$ cat src/hw/rtl/sogc_pkg.sv
package sogc_pkg;

    localparam int PIX_W    = 8;
    localparam int OFFSET_W = 9;
    localparam int GAIN_W   = 4;
    localparam int CFG_IDX_W  = 3;
    localparam int CFG_DATA_W = 9;

    typedef enum logic [1:0] {
        VERDICT_NONE   = 2'd0,
        VERDICT_BRIGHT = 2'd1,
        VERDICT_DARK   = 2'd2
    } t_verdict;

    typedef enum logic [1:0] {
        OUT_SETTLED     = 2'd0,
        OUT_CONTINUE    = 2'd1,
        OUT_BRIGHT_DONE = 2'd2,
        OUT_DARK_DONE   = 2'd3
    } t_outcome;

    typedef enum logic {
        CMP_ABOVE = 1'b0,
        CMP_BELOW = 1'b1
    } t_cmp_mode;

    typedef enum logic [CFG_IDX_W-1:0] {
        REG_BRIGHT_LIMIT = 3'd0,
        REG_DARK_LIMIT   = 3'd1,
        REG_OFFSET_UPPER = 3'd2,
        REG_OFFSET_LOWER = 3'd3,
        REG_GAIN_UPPER   = 3'd4,
        REG_GAIN_LOWER   = 3'd5
    } t_cfg_reg;

    typedef struct packed {
        logic [PIX_W-1:0]    bright_limit;
        logic [PIX_W-1:0]    dark_limit;
        logic [OFFSET_W-1:0] offset_upper;
        logic [OFFSET_W-1:0] offset_lower;
        logic [GAIN_W-1:0]   gain_upper;
        logic [GAIN_W-1:0]   gain_lower;
    } t_cfg;

    typedef struct packed {
        logic [OFFSET_W-1:0] new_offset;
        logic [GAIN_W-1:0]   new_gain;
        t_outcome            outcome;
    } t_result;

    localparam logic [PIX_W-1:0]    BRIGHT_LIMIT_RST = 8'd240;
    localparam logic [PIX_W-1:0]    DARK_LIMIT_RST   = 8'd10;
    localparam logic [OFFSET_W-1:0] OFFSET_UPPER_RST = 9'd383;
    localparam logic [OFFSET_W-1:0] OFFSET_LOWER_RST = 9'd0;
    localparam logic [GAIN_W-1:0]   GAIN_UPPER_RST   = 4'd13;
    localparam logic [GAIN_W-1:0]   GAIN_LOWER_RST   = 4'd5;

    localparam t_cfg CFG_RST = '{
        bright_limit: BRIGHT_LIMIT_RST,
        dark_limit:   DARK_LIMIT_RST,
        offset_upper: OFFSET_UPPER_RST,
        offset_lower: OFFSET_LOWER_RST,
        gain_upper:   GAIN_UPPER_RST,
        gain_lower:   GAIN_LOWER_RST
    };

endpackage

$ cat src/hw/rtl/sogc_lane.sv
module sogc_lane import sogc_pkg::*; (
    input  logic [PIX_W-1:0] i_pixel,
    input  logic [PIX_W-1:0] i_limit,
    input  t_cmp_mode        i_mode,
    output logic             o_violation
);

    always_comb begin
        case (i_mode)
            CMP_ABOVE: o_violation = (i_pixel > i_limit);
            CMP_BELOW: o_violation = (i_pixel < i_limit);
            default:   o_violation = 1'b0;
        endcase
    end

endmodule

$ cat src/hw/rtl/sogc_merge.sv
module sogc_merge import sogc_pkg::*; (
    input  logic     i_clk,
    input  logic     i_rst_n,
    input  logic     i_accept,
    input  logic     i_last,
    input  logic     i_top_bright,
    input  logic     i_mid_dark,
    input  logic     i_bot_bright,
    output t_verdict o_frame_verdict
);

    t_verdict r_verdict;
    t_verdict n_verdict;
    t_verdict col_verdict;

    // top beats middle beats bottom within one column
    always_comb begin
        if (i_top_bright) begin
            col_verdict = VERDICT_BRIGHT;
        end else if (i_mid_dark) begin
            col_verdict = VERDICT_DARK;
        end else if (i_bot_bright) begin
            col_verdict = VERDICT_BRIGHT;
        end else begin
            col_verdict = VERDICT_NONE;
        end
    end

    // an earlier column's violation sticks for the rest of the frame
    assign o_frame_verdict = (r_verdict != VERDICT_NONE) ? r_verdict : col_verdict;

    always_comb begin
        n_verdict = r_verdict;
        if (i_accept) begin
            n_verdict = i_last ? VERDICT_NONE : o_frame_verdict;
        end
    end

    always_ff @(posedge i_clk) begin
        if (!i_rst_n) begin
            r_verdict <= VERDICT_NONE;
        end else begin
            r_verdict <= n_verdict;
        end
    end

endmodule

$ cat src/hw/rtl/sogc_step.sv
module sogc_step import sogc_pkg::*; (
    input  logic     i_clk,
    input  logic     i_rst_n,
    input  logic     i_step,
    input  t_verdict i_verdict,
    input  t_cfg     i_cfg,
    output t_result  o_result
);

    logic [OFFSET_W-1:0] r_offset;
    logic [GAIN_W-1:0]   r_gain;
    logic [OFFSET_W-1:0] n_offset;
    logic [GAIN_W-1:0]   n_gain;
    logic [OFFSET_W-1:0] step_offset;
    logic [GAIN_W-1:0]   step_gain;
    t_outcome            outcome;
    logic                terminal;

    always_comb begin
        step_offset = r_offset;
        step_gain   = r_gain;
        outcome     = OUT_SETTLED;
        terminal    = 1'b1;
        case (i_verdict)
            VERDICT_BRIGHT: begin
                if (r_offset < i_cfg.offset_upper) begin
                    step_offset = r_offset + OFFSET_W'(1);
                    outcome     = OUT_CONTINUE;
                    terminal    = 1'b0;
                end else if (r_gain > i_cfg.gain_lower) begin
                    step_gain   = r_gain - GAIN_W'(1);
                    step_offset = i_cfg.offset_upper;
                    outcome     = OUT_CONTINUE;
                    terminal    = 1'b0;
                end else begin
                    outcome = OUT_BRIGHT_DONE;
                end
            end
            VERDICT_DARK: begin
                if (r_offset > i_cfg.offset_lower) begin
                    step_offset = r_offset - OFFSET_W'(1);
                    outcome     = OUT_CONTINUE;
                    terminal    = 1'b0;
                end else if (r_gain < i_cfg.gain_upper) begin
                    step_gain   = r_gain + GAIN_W'(1);
                    step_offset = i_cfg.offset_upper;
                    outcome     = OUT_CONTINUE;
                    terminal    = 1'b0;
                end else begin
                    outcome = OUT_DARK_DONE;
                end
            end
            default: begin
                outcome = OUT_SETTLED;
            end
        endcase
    end

    // terminal outcomes report the settings just used, then restart the pass
    assign o_result = '{new_offset: step_offset, new_gain: step_gain, outcome: outcome};

    always_comb begin
        n_offset = r_offset;
        n_gain   = r_gain;
        if (i_step) begin
            n_offset = terminal ? i_cfg.offset_upper : step_offset;
            n_gain   = terminal ? i_cfg.gain_upper   : step_gain;
        end
    end

    always_ff @(posedge i_clk) begin
        if (!i_rst_n) begin
            r_offset <= OFFSET_UPPER_RST;
            r_gain   <= GAIN_UPPER_RST;
        end else begin
            r_offset <= n_offset;
            r_gain   <= n_gain;
        end
    end

endmodule

$ cat src/hw/rtl/sensor_offset_gain_calibrator_top.sv
// Channel   Dir  Signals                                 Content
// s_*       in   s_tvalid s_tready s_tdata s_tlast       one scan column
// m_*       out  m_tvalid m_tready m_tdata m_tuser       new settings and outcome
// cfg       in   i_cfg_valid o_cfg_ready addr data       register write
//
// One column accepted every cycle while s_tready is high; the lane compares
// and the offset/gain step sit between the input and the verdict/settings
// registers, and the result of a last column goes to the output or skid register.
// Synchronous active-low reset; no clearing pass, ready right after reset.
// Output register plus one skid entry: columns keep flowing while a result
// waits; s_tready drops only when both entries hold results.
module sensor_offset_gain_calibrator_top import sogc_pkg::*; (
    input  logic                  i_clk,
    input  logic                  i_rst_n,
    input  logic                  s_tvalid,
    output logic                  s_tready,
    input  logic [23:0]           s_tdata,   // top_pixel, middle_pixel, bottom_pixel
    input  logic                  s_tlast,   // last_column
    output logic                  m_tvalid,
    input  logic                  m_tready,
    output logic [15:0]           m_tdata,   // new_offset, new_gain, 3'b0 pad
    output logic [1:0]            m_tuser,   // outcome
    input  logic                  i_cfg_valid,
    output logic                  o_cfg_ready,
    input  logic [CFG_IDX_W-1:0]  i_cfg_addr,
    input  logic [CFG_DATA_W-1:0] i_cfg_data
);

    t_cfg     r_cfg;
    logic     in_accept;
    logic     top_bright;
    logic     mid_dark;
    logic     bot_bright;
    t_verdict frame_verdict;
    t_result  result;

    logic     r_out_valid;
    logic     r_skid_valid;
    t_result  r_out_data;
    t_result  r_skid_data;
    logic     n_out_valid;
    logic     n_skid_valid;
    t_result  n_out_data;
    t_result  n_skid_data;
    logic     take;
    logic     push;

    assign o_cfg_ready = 1'b1;

    always_ff @(posedge i_clk) begin
        if (!i_rst_n) begin
            r_cfg <= CFG_RST;
        end else if (i_cfg_valid) begin
            case (t_cfg_reg'(i_cfg_addr))
                REG_BRIGHT_LIMIT: r_cfg.bright_limit <= i_cfg_data[PIX_W-1:0];
                REG_DARK_LIMIT:   r_cfg.dark_limit   <= i_cfg_data[PIX_W-1:0];
                REG_OFFSET_UPPER: r_cfg.offset_upper <= i_cfg_data[OFFSET_W-1:0];
                REG_OFFSET_LOWER: r_cfg.offset_lower <= i_cfg_data[OFFSET_W-1:0];
                REG_GAIN_UPPER:   r_cfg.gain_upper   <= i_cfg_data[GAIN_W-1:0];
                REG_GAIN_LOWER:   r_cfg.gain_lower   <= i_cfg_data[GAIN_W-1:0];
                default: ;
            endcase
        end
    end

    assign s_tready  = !r_skid_valid;
    assign in_accept = s_tvalid && s_tready;

    sogc_lane u_lane_top (
        .i_pixel     (s_tdata[7:0]),
        .i_limit     (r_cfg.bright_limit),
        .i_mode      (CMP_ABOVE),
        .o_violation (top_bright)
    );

    sogc_lane u_lane_mid (
        .i_pixel     (s_tdata[15:8]),
        .i_limit     (r_cfg.dark_limit),
        .i_mode      (CMP_BELOW),
        .o_violation (mid_dark)
    );

    sogc_lane u_lane_bot (
        .i_pixel     (s_tdata[23:16]),
        .i_limit     (r_cfg.bright_limit),
        .i_mode      (CMP_ABOVE),
        .o_violation (bot_bright)
    );

    sogc_merge u_merge (
        .i_clk           (i_clk),
        .i_rst_n         (i_rst_n),
        .i_accept        (in_accept),
        .i_last          (s_tlast),
        .i_top_bright    (top_bright),
        .i_mid_dark      (mid_dark),
        .i_bot_bright    (bot_bright),
        .o_frame_verdict (frame_verdict)
    );

    assign push = in_accept && s_tlast;

    sogc_step u_step (
        .i_clk     (i_clk),
        .i_rst_n   (i_rst_n),
        .i_step    (push),
        .i_verdict (frame_verdict),
        .i_cfg     (r_cfg),
        .o_result  (result)
    );

    assign take = r_out_valid && m_tready;

    always_comb begin
        n_out_valid  = r_out_valid;
        n_skid_valid = r_skid_valid;
        n_out_data   = r_out_data;
        n_skid_data  = r_skid_data;
        if (take) begin
            if (r_skid_valid) begin
                n_out_data   = r_skid_data;
                n_skid_valid = 1'b0;
            end else begin
                n_out_valid = 1'b0;
            end
        end
        if (push) begin
            if (!n_out_valid) begin
                n_out_valid = 1'b1;
                n_out_data  = result;
            end else begin
                n_skid_valid = 1'b1;
                n_skid_data  = result;
            end
        end
    end

    always_ff @(posedge i_clk) begin
        if (!i_rst_n) begin
            r_out_valid  <= 1'b0;
            r_skid_valid <= 1'b0;
        end else begin
            r_out_valid  <= n_out_valid;
            r_skid_valid <= n_skid_valid;
        end
        r_out_data  <= n_out_data;
        r_skid_data <= n_skid_data;
    end

    assign m_tvalid = r_out_valid;
    assign m_tdata  = {3'b000, r_out_data.new_gain, r_out_data.new_offset};
    assign m_tuser  = r_out_data.outcome;

`ifndef ASSERT_OFF
    a_skid_behind_out: assert property (@(posedge i_clk) disable iff (!i_rst_n)
        r_skid_valid |-> r_out_valid)
        else $error("skid entry holds a result while the output register is empty");

    a_no_result_mid_frame: assert property (@(posedge i_clk) disable iff (!i_rst_n)
        (in_accept && !s_tlast && !m_tvalid) |=> !m_tvalid)
        else $error("result appeared without a last column");

    a_result_after_last: assert property (@(posedge i_clk) disable iff (!i_rst_n)
        (in_accept && s_tlast) |=> m_tvalid)
        else $error("last column produced no result");
`endif

endmodule
$ cat config.mk
export PLATFORM = sky130hd
export DESIGN_NAME = sensor_offset_gain_calibrator_top
export DESIGN_NICKNAME = d
export VERILOG_FILES = /design/src/hw/rtl/sogc_pkg.sv /design/src/hw/rtl/sogc_lane.sv /design/src/hw/rtl/sogc_merge.sv /design/src/hw/rtl/sogc_step.sv /design/src/hw/rtl/sensor_offset_gain_calibrator_top.sv
export SDC_FILE = /design/constraint.sdc
export NUM_CORES = 1
export LEC_CHECK = 0
export ABC_AREA = 1
export BUFFER_PORTS_ARGS = -buffer_cell sky130_fd_sc_hd__buf_2
export CAP_MARGIN = 15
export CORE_MARGIN = 2
export CORE_UTILIZATION = 30
export DETAILED_ROUTE_END_ITERATION = 10
export PLACE_DENSITY_LB_ADDON = 0.15
export SYNTH_ARGS = -nofsm -noshare
export SYNTH_HDL_FRONTEND = slang
export SYNTH_HIERARCHICAL = 1
export SYNTH_SLANG_ARGS = --single-unit
$ cat constraint.sdc
create_clock -name i_clk -period 2.95 [get_ports i_clk]
set_input_delay 0.295 -clock i_clk [delete_from_list [all_inputs] [get_ports i_clk]]
set_output_delay 0.295 -clock i_clk [all_outputs]
set_load 0.05 [all_outputs]
==> flow_results.xml, run 1 <==
<?xml version="1.0" encoding="UTF-8"?>
<metrics>
  <group name="power_and_ir_drop">
    <metric name="switchingPower" unit="mW">1.75</metric>
    <metric name="sequentialPowerShare" unit="%">34.1</metric>
    <metric name="p_per_area" unit="nW/um^2">573</metric>
    <metric name="p_leak" unit="nW">4.04</metric>
    <metric name="power_frac_clock" unit="%">26.1</metric>
    <metric name="share_comb_of_total_power" unit="%">39.8</metric>
    <metric name="p_int" unit="mW">2.51</metric>
    <metric name="total_power" unit="mW">4.27</metric>
    <metric name="swShare" unit="%">41.1</metric>
    <metric name="vdd_ir_drop_max" unit="mV">0.272</metric>
  </group>
  <group name="critical_path">
    <metric name="worst_ep_arrival_time" unit="ns">2.92</metric>
    <metric name="number_of_cell_instances_on_the_worst_register_to_register_path" unit="">20</metric>
    <metric name="r2r_endpoint" unit="">u_step/r_gain[0]$_SDFFE_PN1P_</metric>
    <metric name="crit_end" unit="">u_step/r_gain[0]$_SDFFE_PN1P_</metric>
    <metric name="critical_path.startpoint" unit="">r_cfg[41]$_SDFFE_PN1P_</metric>
    <metric name="reg2reg_slack" unit="ns">0.27</metric>
    <metric name="cp_max_fo" unit="">12</metric>
    <metric name="worst-setup-path-type" unit="">reg2reg</metric>
    <metric name="timing.rr.start" unit="">r_cfg[41]$_SDFFE_PN1P_</metric>
    <metric name="critical_path.startpoint_type" unit="">flop</metric>
    <metric name="end_kind" unit="">flop</metric>
    <metric name="crit_required" unit="ns">3.19</metric>
  </group>
  <group name="route">
    <metric name="drc_errors" unit="">0</metric>
    <metric name="routed_via_density" unit="">4.47</metric>
    <metric name="detail_route.first_pass.iterations" unit="">5</metric>
    <metric name="initial_drc_count" unit="">416</metric>
    <metric name="dr_total_vias" unit="">6087</metric>
    <metric name="drt-total-wl" unit="microns">17800</metric>
    <metric name="routed_wire_length_per_instance" unit="microns">13.1</metric>
    <metric name="final_antenna_net_count" unit="">0</metric>
  </group>
  <group name="outcome">
    <metric name="outcome" unit="">finished clean</metric>
  </group>
  <group name="clocking">
    <metric name="clk_pin_slew_worst_paths" unit="ns">0.06</metric>
    <metric name="number_of_buffers_inserted_by_post_cts_setup_repair" unit="">0</metric>
    <metric name="cts.htree.levels" unit="">3</metric>
    <metric name="clock-sinks" unit="">89</metric>
    <metric name="post_cts_hold_buffer_count" unit="">0</metric>
    <metric name="cts_tree" unit="">yes</metric>
    <metric name="cts_buffer_depth" unit="">2</metric>
    <metric name="numCtsBuffers" unit="">9</metric>
    <metric name="buffer_cell_driving_the_clock_tree_root" unit="">clkbuf_16</metric>
    <metric name="insertion_delay" unit="ns">0.35</metric>
  </group>
  <group name="placed_design">
    <metric name="placedCellCount" unit="">1345</metric>
    <metric name="pre_cts_ws" unit="ns">0.198</metric>
    <metric name="detailed_place.area" unit="sq um">7160</metric>
    <metric name="routability_congestion_estimate_from_global_placement" unit="">0.907</metric>
    <metric name="portBuffers" unit="">58</metric>
    <metric name="detailed_place_hpwl" unit="microns">13900</metric>
  </group>
  <group name="logic_synthesis">
    <metric name="synth.yosys.seq_area_share" unit="%">29.4</metric>
    <metric name="synth_enable_flop_cells" unit="">15</metric>
    <metric name="synth-main-ff-cell" unit="">dfxtp_1</metric>
    <metric name="synthesized_flop_and_latch_total" unit="">89</metric>
    <metric name="postSynth.asyncResetShare" unit="%">0</metric>
    <metric name="post_syn_area" unit="sq um">6560</metric>
    <metric name="yosys.area.top_type" unit="">dfxtp_1</metric>
    <metric name="syn-mean-instance-area" unit="sq um">6.45</metric>
    <metric name="synth_cell_type_count" unit="">41</metric>
    <metric name="netlist.area_leader.share" unit="%">22.6</metric>
    <metric name="syn-instance-count" unit="">1018</metric>
    <metric name="synth.top_cells.by_area" unit="">dfxtp_1, nand2_1, ha_1</metric>
    <metric name="synthesis.yosys.warnings" unit="">6</metric>
  </group>
  <group name="timing">
    <metric name="whs" unit="ns">0.192</metric>
    <metric name="period_minus_slack" unit="ns">2.68</metric>
    <metric name="final.setup_skew" unit="ns">0.00944</metric>
    <metric name="final_critical_path_setup_slack" unit="ns">0.271</metric>
    <metric name="max_clock_freq" unit="GHz">0.373</metric>
    <metric name="final_hold_viol_count" unit="">0</metric>
    <metric name="setup_violations" unit="">0</metric>
    <metric name="rsz_0062_raised_after_global_routing" unit="">true</metric>
    <metric name="min_period_over_period" unit="%">90.8</metric>
    <metric name="tightest_slew" unit="ns">0.774</metric>
    <metric name="maxSlewViolCount" unit="">0</metric>
    <metric name="fin_setup_tns" unit="ns">0</metric>
    <metric name="worst_slew_margin_relative_to_its_limit" unit="%">48.3</metric>
  </group>
  <group name="finish">
    <metric name="final_cell_count_no_fill" unit="">1361</metric>
    <metric name="synthToLayoutAreaGrowth" unit="%">13.6</metric>
    <metric name="antenna-diode-count" unit="">0</metric>
    <metric name="layout.cell_area.non_filler" unit="sq um">7450</metric>
    <metric name="layout.cells.most_common" unit="">nand2_1</metric>
    <metric name="drive_above_1_share" unit="%">14.5</metric>
    <metric name="final_cell_mix" unit="">nand2_1, inv_1, nand3_1, dfxtp_1, nor2_1</metric>
    <metric name="final_core_util" unit="%">34.5</metric>
    <metric name="finish.net_count" unit="">1172</metric>
  </group>
  <group name="grt">
    <metric name="grt_antenna_before_repair" unit="">0</metric>
    <metric name="grt_start_max_net_pins" unit="">47</metric>
    <metric name="via_count_of_the_first_global_routing_pass" unit="">5637</metric>
    <metric name="grt_first_pass_wirelength" unit="microns">29600</metric>
    <metric name="grt_overflow_total" unit="">0</metric>
    <metric name="all_layer_global_routing_usage" unit="%">15.7</metric>
  </group>
  <group name="floorplanning">
    <metric name="die_area" unit="sq um">23100</metric>
    <metric name="start_util" unit="%">30.4</metric>
    <metric name="row_count" unit="">54</metric>
    <metric name="core_region_area" unit="sq um">21600</metric>
    <metric name="ios" unit="">63</metric>
    <metric name="die_w" unit="microns">152</metric>
    <metric name="chipHeight" unit="microns">152</metric>
  </group>
  <group name="flow_run">
    <metric name="max_cap_viol_count" unit="">0</metric>
  </group>
  <group name="hold_path">
    <metric name="type_of_the_most_critical_hold_path" unit="">in2reg</metric>
  </group>
</metrics>
==> how the worst min path moves through the flow <==
stage,start,end,slack [ns],cells after the start
global route,i_cfg_data[8],r_cfg[25]$_SDFFE_PN1P_,0.19,3
global placement,r_cfg[29]$_SDFFE_PN1P_,r_cfg[29]$_SDFFE_PN1P_,0.45,2
finish,i_cfg_data[8],r_cfg[25]$_SDFFE_PN1P_,0.19,3
detailed placement,r_cfg[27]$_SDFFE_PN1P_,r_cfg[27]$_SDFFE_PN1P_,0.46,2
floorplan,i_cfg_data[0],r_cfg[0]$_SDFFE_PN1P_,0.41,2
CTS,i_cfg_data[8],r_cfg[25]$_SDFFE_PN1P_,0.18,3
==> registers in the layout, summed over array words and instances (netlist names) <==
register and flops:
r_skid_data 15, u_merge/r_verdict 2, m_tuser 2, u_step/r_offset 9, m_tvalid 1, m_tdata 13, r_cfg 42, u_step/r_gain 4
r_skid_valid 1
==> per-layer routing <==
metal  GRT usage (%)  wire [microns]  vias to the layer above
li1                -               -                     3267
met1            22.2            8900                     2677
met2            24.6            7900                      124
met3            2.85             738                       19
met4            4.09             235                        0
met5               0               0                        -
==> power groups by stage <==
stage          Clock [mW]  Sequential, mW  Combinational, mW
3_5_place_dp            0            1.49               1.68
6_report             1.11            1.46               1.70
5_1_grt              1.20            1.47               1.91
2_1_floorplan           0            1.71               1.04
3_3_place_gp            0            1.49               1.70
4_1_cts              1.15            1.46               1.69
==> critical path, cell delays in order (launching register included) <==
cell and delay, ns:
dfxtp_1 0.34, inv_1 0.05, ha_1 0.28, a21o_1 0.19, nor2_2 0.13, nand2_1 0.06, nand2_1 0.05, nand2_1 0.04
inv_1 0.07, inv_2 0.04, nand2_2 0.06, nand3_1 0.09, nand2_1 0.10, inv_1 0.05, ha_1 0.30, inv_1 0.08
nand3_2 0.10, clkinv_2 0.20, o21a_1 0.24, nand2_1 0.06, nand2_1 0.04
==> what timing repair did <==
item / in CTS / in global routing
gates resized for setup: 0 / 5
hold endpoints to repair: 0 / 0
endpoints found under the setup margin: 0 / 11
==> cell type report <==
| type | count | area (sq um) |
|---|---|---|
| fillers | 2483 | 14200 |
| repair buffers | 80 | 463 |
| inverters | 169 | 636 |
| clock inverters | 4 | 26.3 |
| multi-input cells | 727 | 3790 |
| clock buffers | 12 | 258 |
| well taps | 280 | 350 |
| flip-flops and latches | 89 | 1930 |
==> synthesized netlist by cell type (all sizes together) (8+ instances only) <==
master	count
o211ai	8
nand3	82
ha	54
edfxtp	15
nor2	80
xor2	11
o21ai	36
nand2	376
dfxtp	74
nand4	9
clkbuf	13
buf	25
inv	169
a21oi	45
==> logic make-up (layout without fill, tap and decap cells) <==
family,after synthesis,count (layout),share of synthesized area [%]
buffers and inverters,207,265,13.2
adders and majority gates,54,54,10.3
DFF,89,89,29.4
xor gates and xnor gates,12,12,1.60
and+or+nand+nor,552,552,36.2
other,2,7,0.114
AOI/OAI and AO/OA,102,102,9.19
(Power assumes the default switching activity.)
==> run 2: changes to the inputs <==
CORE_UTILIZATION = 45   (was 30)
==> run 2 against run 1 <==
Net effect: global-route usage is 5.9 points higher; first-iteration DRC count down 29%; total power shrank 2.3%; critical endpoint is now r_skid_data[13]$_DFFE_PP_; highest routed layer unchanged.
==> flow_results.xml, run 2 (same netlist as run 1, synthesis figures left out) <==
<?xml version="1.0" encoding="UTF-8"?>
<metrics>
  <group name="outcome">
    <metric name="outcome" unit="">finished clean</metric>
  </group>
  <group name="clocking">
    <metric name="insertion_delay" unit="ns">0.35</metric>
    <metric name="clk_pin_slew_worst_paths" unit="ns">0.06</metric>
    <metric name="buffer_cell_driving_the_clock_tree_root" unit="">clkbuf_16</metric>
    <metric name="numCtsBuffers" unit="">9</metric>
    <metric name="cts_tree" unit="">yes</metric>
    <metric name="number_of_buffers_inserted_by_post_cts_setup_repair" unit="">0</metric>
    <metric name="cts.htree.levels" unit="">3</metric>
    <metric name="clock-sinks" unit="">89</metric>
    <metric name="cts_buffer_depth" unit="">2</metric>
  </group>
  <group name="critical_path">
    <metric name="cell_class_contributing_the_biggest_share_of_worst_path_delay" unit="">simple AND/OR/NAND/NOR gates</metric>
    <metric name="crit_path_buf_inv_count" unit="">5</metric>
    <metric name="worst_path_most_repeated_cell" unit="">nand2_1</metric>
    <metric name="cp_max_fo" unit="">15</metric>
    <metric name="critical_path.startpoint_type" unit="">flop</metric>
    <metric name="crit_path_cell_trace" unit="">inv_1 -&gt; ha_1 -&gt; nand2_1 -&gt; nor2_2 -&gt; nand2_1 -&gt; nand2_1 -&gt; nand2_1 -&gt; nand2_1 -&gt; inv_1 -&gt; nand2_2 -&gt; nand3_1 -&gt; nand2_1 -&gt; inv_1 -&gt; ha_1 -&gt; inv_1 -&gt; buf_4 -&gt; a21oi_1 -&gt; a21o_1</metric>
    <metric name="worst_ep_arrival_time" unit="ns">2.79</metric>
    <metric name="cpMaxStageDelayCell" unit="">dfxtp_1</metric>
    <metric name="crit_path_max_incr_delay" unit="ns">0.33</metric>
    <metric name="end_kind" unit="">flop</metric>
    <metric name="worst-setup-path-type" unit="">reg2reg</metric>
    <metric name="crit_required" unit="ns">3.05</metric>
  </group>
  <group name="finish">
    <metric name="final_cell_mix" unit="">nand2_1, inv_1, nand3_1, dfxtp_1, nor2_1</metric>
    <metric name="layout.cells.most_common" unit="">nand2_1</metric>
    <metric name="multi_input_area" unit="sq um">3790</metric>
    <metric name="top_register" unit="">r_cfg</metric>
    <metric name="antenna-diode-count" unit="">0</metric>
    <metric name="synthToLayoutAreaGrowth" unit="%">10.8</metric>
    <metric name="drive_above_1_share" unit="%">14.0</metric>
    <metric name="sequential_cell_area" unit="sq um">1930</metric>
    <metric name="largest_reg_flops" unit="">42</metric>
    <metric name="finish.net_count" unit="">1166</metric>
    <metric name="num-fill-cells" unit="">1498</metric>
  </group>
  <group name="floorplanning">
    <metric name="core_region_area" unit="sq um">14400</metric>
    <metric name="die_w" unit="microns">125</metric>
    <metric name="start_util" unit="%">45.7</metric>
    <metric name="row_count" unit="">44</metric>
    <metric name="chipHeight" unit="microns">125</metric>
    <metric name="ios" unit="">63</metric>
    <metric name="die_area" unit="sq um">15600</metric>
  </group>
  <group name="timing">
    <metric name="fin_setup_tns" unit="ns">0</metric>
    <metric name="tightest_slew" unit="ns">0.750</metric>
    <metric name="maxSlewViolCount" unit="">0</metric>
    <metric name="max_clock_freq" unit="GHz">0.371</metric>
    <metric name="final_critical_path_setup_slack" unit="ns">0.252</metric>
    <metric name="whs" unit="ns">0.191</metric>
    <metric name="rsz_0062_raised_after_global_routing" unit="">false</metric>
    <metric name="setup_violations" unit="">0</metric>
    <metric name="worst_slew_margin_relative_to_its_limit" unit="%">50.0</metric>
    <metric name="final.setup_skew" unit="ns">0.00764</metric>
    <metric name="final_hold_viol_count" unit="">0</metric>
    <metric name="period_minus_slack" unit="ns">2.70</metric>
    <metric name="min_period_over_period" unit="%">91.4</metric>
  </group>
  <group name="power_and_ir_drop">
    <metric name="vdd_ir_drop_max" unit="mV">0.400</metric>
    <metric name="p_int" unit="mW">2.47</metric>
    <metric name="share_comb_of_total_power" unit="%">39.6</metric>
    <metric name="sequentialPowerShare" unit="%">35.0</metric>
    <metric name="switchingPower" unit="mW">1.70</metric>
    <metric name="p_per_area" unit="nW/um^2">574</metric>
    <metric name="swShare" unit="%">40.8</metric>
    <metric name="power_frac_clock" unit="%">25.4</metric>
    <metric name="p_leak" unit="nW">4.01</metric>
  </group>
  <group name="route">
    <metric name="initial_drc_count" unit="">296</metric>
    <metric name="dr_total_vias" unit="">6124</metric>
    <metric name="drc_errors" unit="">0</metric>
    <metric name="routed_wire_length_per_instance" unit="microns">12.7</metric>
    <metric name="final_antenna_net_count" unit="">0</metric>
    <metric name="detail_route.first_pass.iterations" unit="">8</metric>
    <metric name="routed_via_density" unit="">4.86</metric>
    <metric name="drt-total-wl" unit="microns">16000</metric>
  </group>
  <group name="placed_design">
    <metric name="pre_cts_ws" unit="ns">0.156</metric>
    <metric name="portBuffers" unit="">58</metric>
    <metric name="detailed_place_hpwl" unit="microns">12500</metric>
    <metric name="routability_congestion_estimate_from_global_placement" unit="">0.893</metric>
  </group>
  <group name="grt">
    <metric name="all_layer_global_routing_usage" unit="%">21.5</metric>
    <metric name="grt_first_pass_wirelength" unit="microns">27300</metric>
    <metric name="grt_start_max_net_pins" unit="">31</metric>
    <metric name="via_count_of_the_first_global_routing_pass" unit="">5587</metric>
    <metric name="grt_antenna_before_repair" unit="">0</metric>
    <metric name="grt_overflow_total" unit="">0</metric>
  </group>
  <group name="hold_path">
    <metric name="type_of_the_most_critical_hold_path" unit="">in2reg</metric>
  </group>
  <group name="flow_run">
    <metric name="max_cap_viol_count" unit="">0</metric>
  </group>
</metrics>
[run 2: changes by cell type in the layout (fill, tap and decap cells not counted), sizes merged]
| cell | delta |
|---|---|
| clkinvlp | -1 |
| buf | -6 |
| clkbuf | +1 |
[run 2: worst paths after layout]
path                            depth (start not counted)                    from                   endpoint  slack, ns
worst max-delay path                                   18  r_cfg[33]$_SDFFE_PN0P_  r_skid_data[13]$_DFFE_PP_       0.25
worst min-delay path                                    3           i_cfg_data[8]     r_cfg[25]$_SDFFE_PN1P_       0.19
worst max register to register                         18  r_cfg[33]$_SDFFE_PN0P_  r_skid_data[13]$_DFFE_PP_       0.25
worst min register to register                          2   r_cfg[7]$_SDFFE_PN1P_      r_cfg[7]$_SDFFE_PN1P_       0.47
[run 2: layout make-up]
cell class	count	area share (%)
Multi-Input combinational cell	727	52.1
Sequential cell	89	26.6
Inverter	169	8.72
Timing Repair Buffer	74	5.70
Clock buffer	13	3.44
Tap cell	184	3.17
Clock inverter	3	0.241
[run 2: power by group through the flow]
stage	sequential [mW]	combinational (mW)	clock, mW
global route	1.47	1.85	1.13
CTS	1.46	1.64	1.09
global placement	1.49	1.63	0
finish	1.46	1.65	1.06
detailed placement	1.49	1.64	0
floorplan	1.71	1.04	0
[run 2: through the flow]
step	std cells	utilization [%]	cell area (sq um)	total power [mW]
CTS	1259	50.5	7260	4.20
detailed placement	1243	48.7	6990	3.12
finish	1259	50.6	7270	4.17
floorplan	1023	-	6580	2.75
global route	1259	50.6	7270	4.46
global placement	1243	48.7	6990	3.12
[run 2: per-layer routing]
layer | GRT usage [%] | wire length (microns) | vias up
met5 | 0 | 0 | -
met4 | 5.82 | 189 | 0
met3 | 4.25 | 876 | 13
met2 | 34.2 | 6980 | 137
met1 | 29.8 | 7980 | 2709
li1 | - | - | 3265
[run 2: repair_timing]
item                       in CTS  in global routing
setup endpoints to repair       0                 36
resized for setup               0                  4
hold buffers                    0                  0
[run 2: worst reg2reg max path: stages, from the launching register on]
cell and delay (ns):
dfxtp_1 0.33, inv_1 0.06, ha_1 0.29, nand2_1 0.09, nor2_2 0.13, nand2_1 0.08, nand2_1 0.06, nand2_1 0.05
nand2_1 0.10, inv_1 0.06, nand2_2 0.07, nand3_1 0.09, nand2_1 0.09, inv_1 0.05, ha_1 0.30, inv_1 0.09
buf_4 0.21, a21oi_1 0.11, a21o_1 0.19
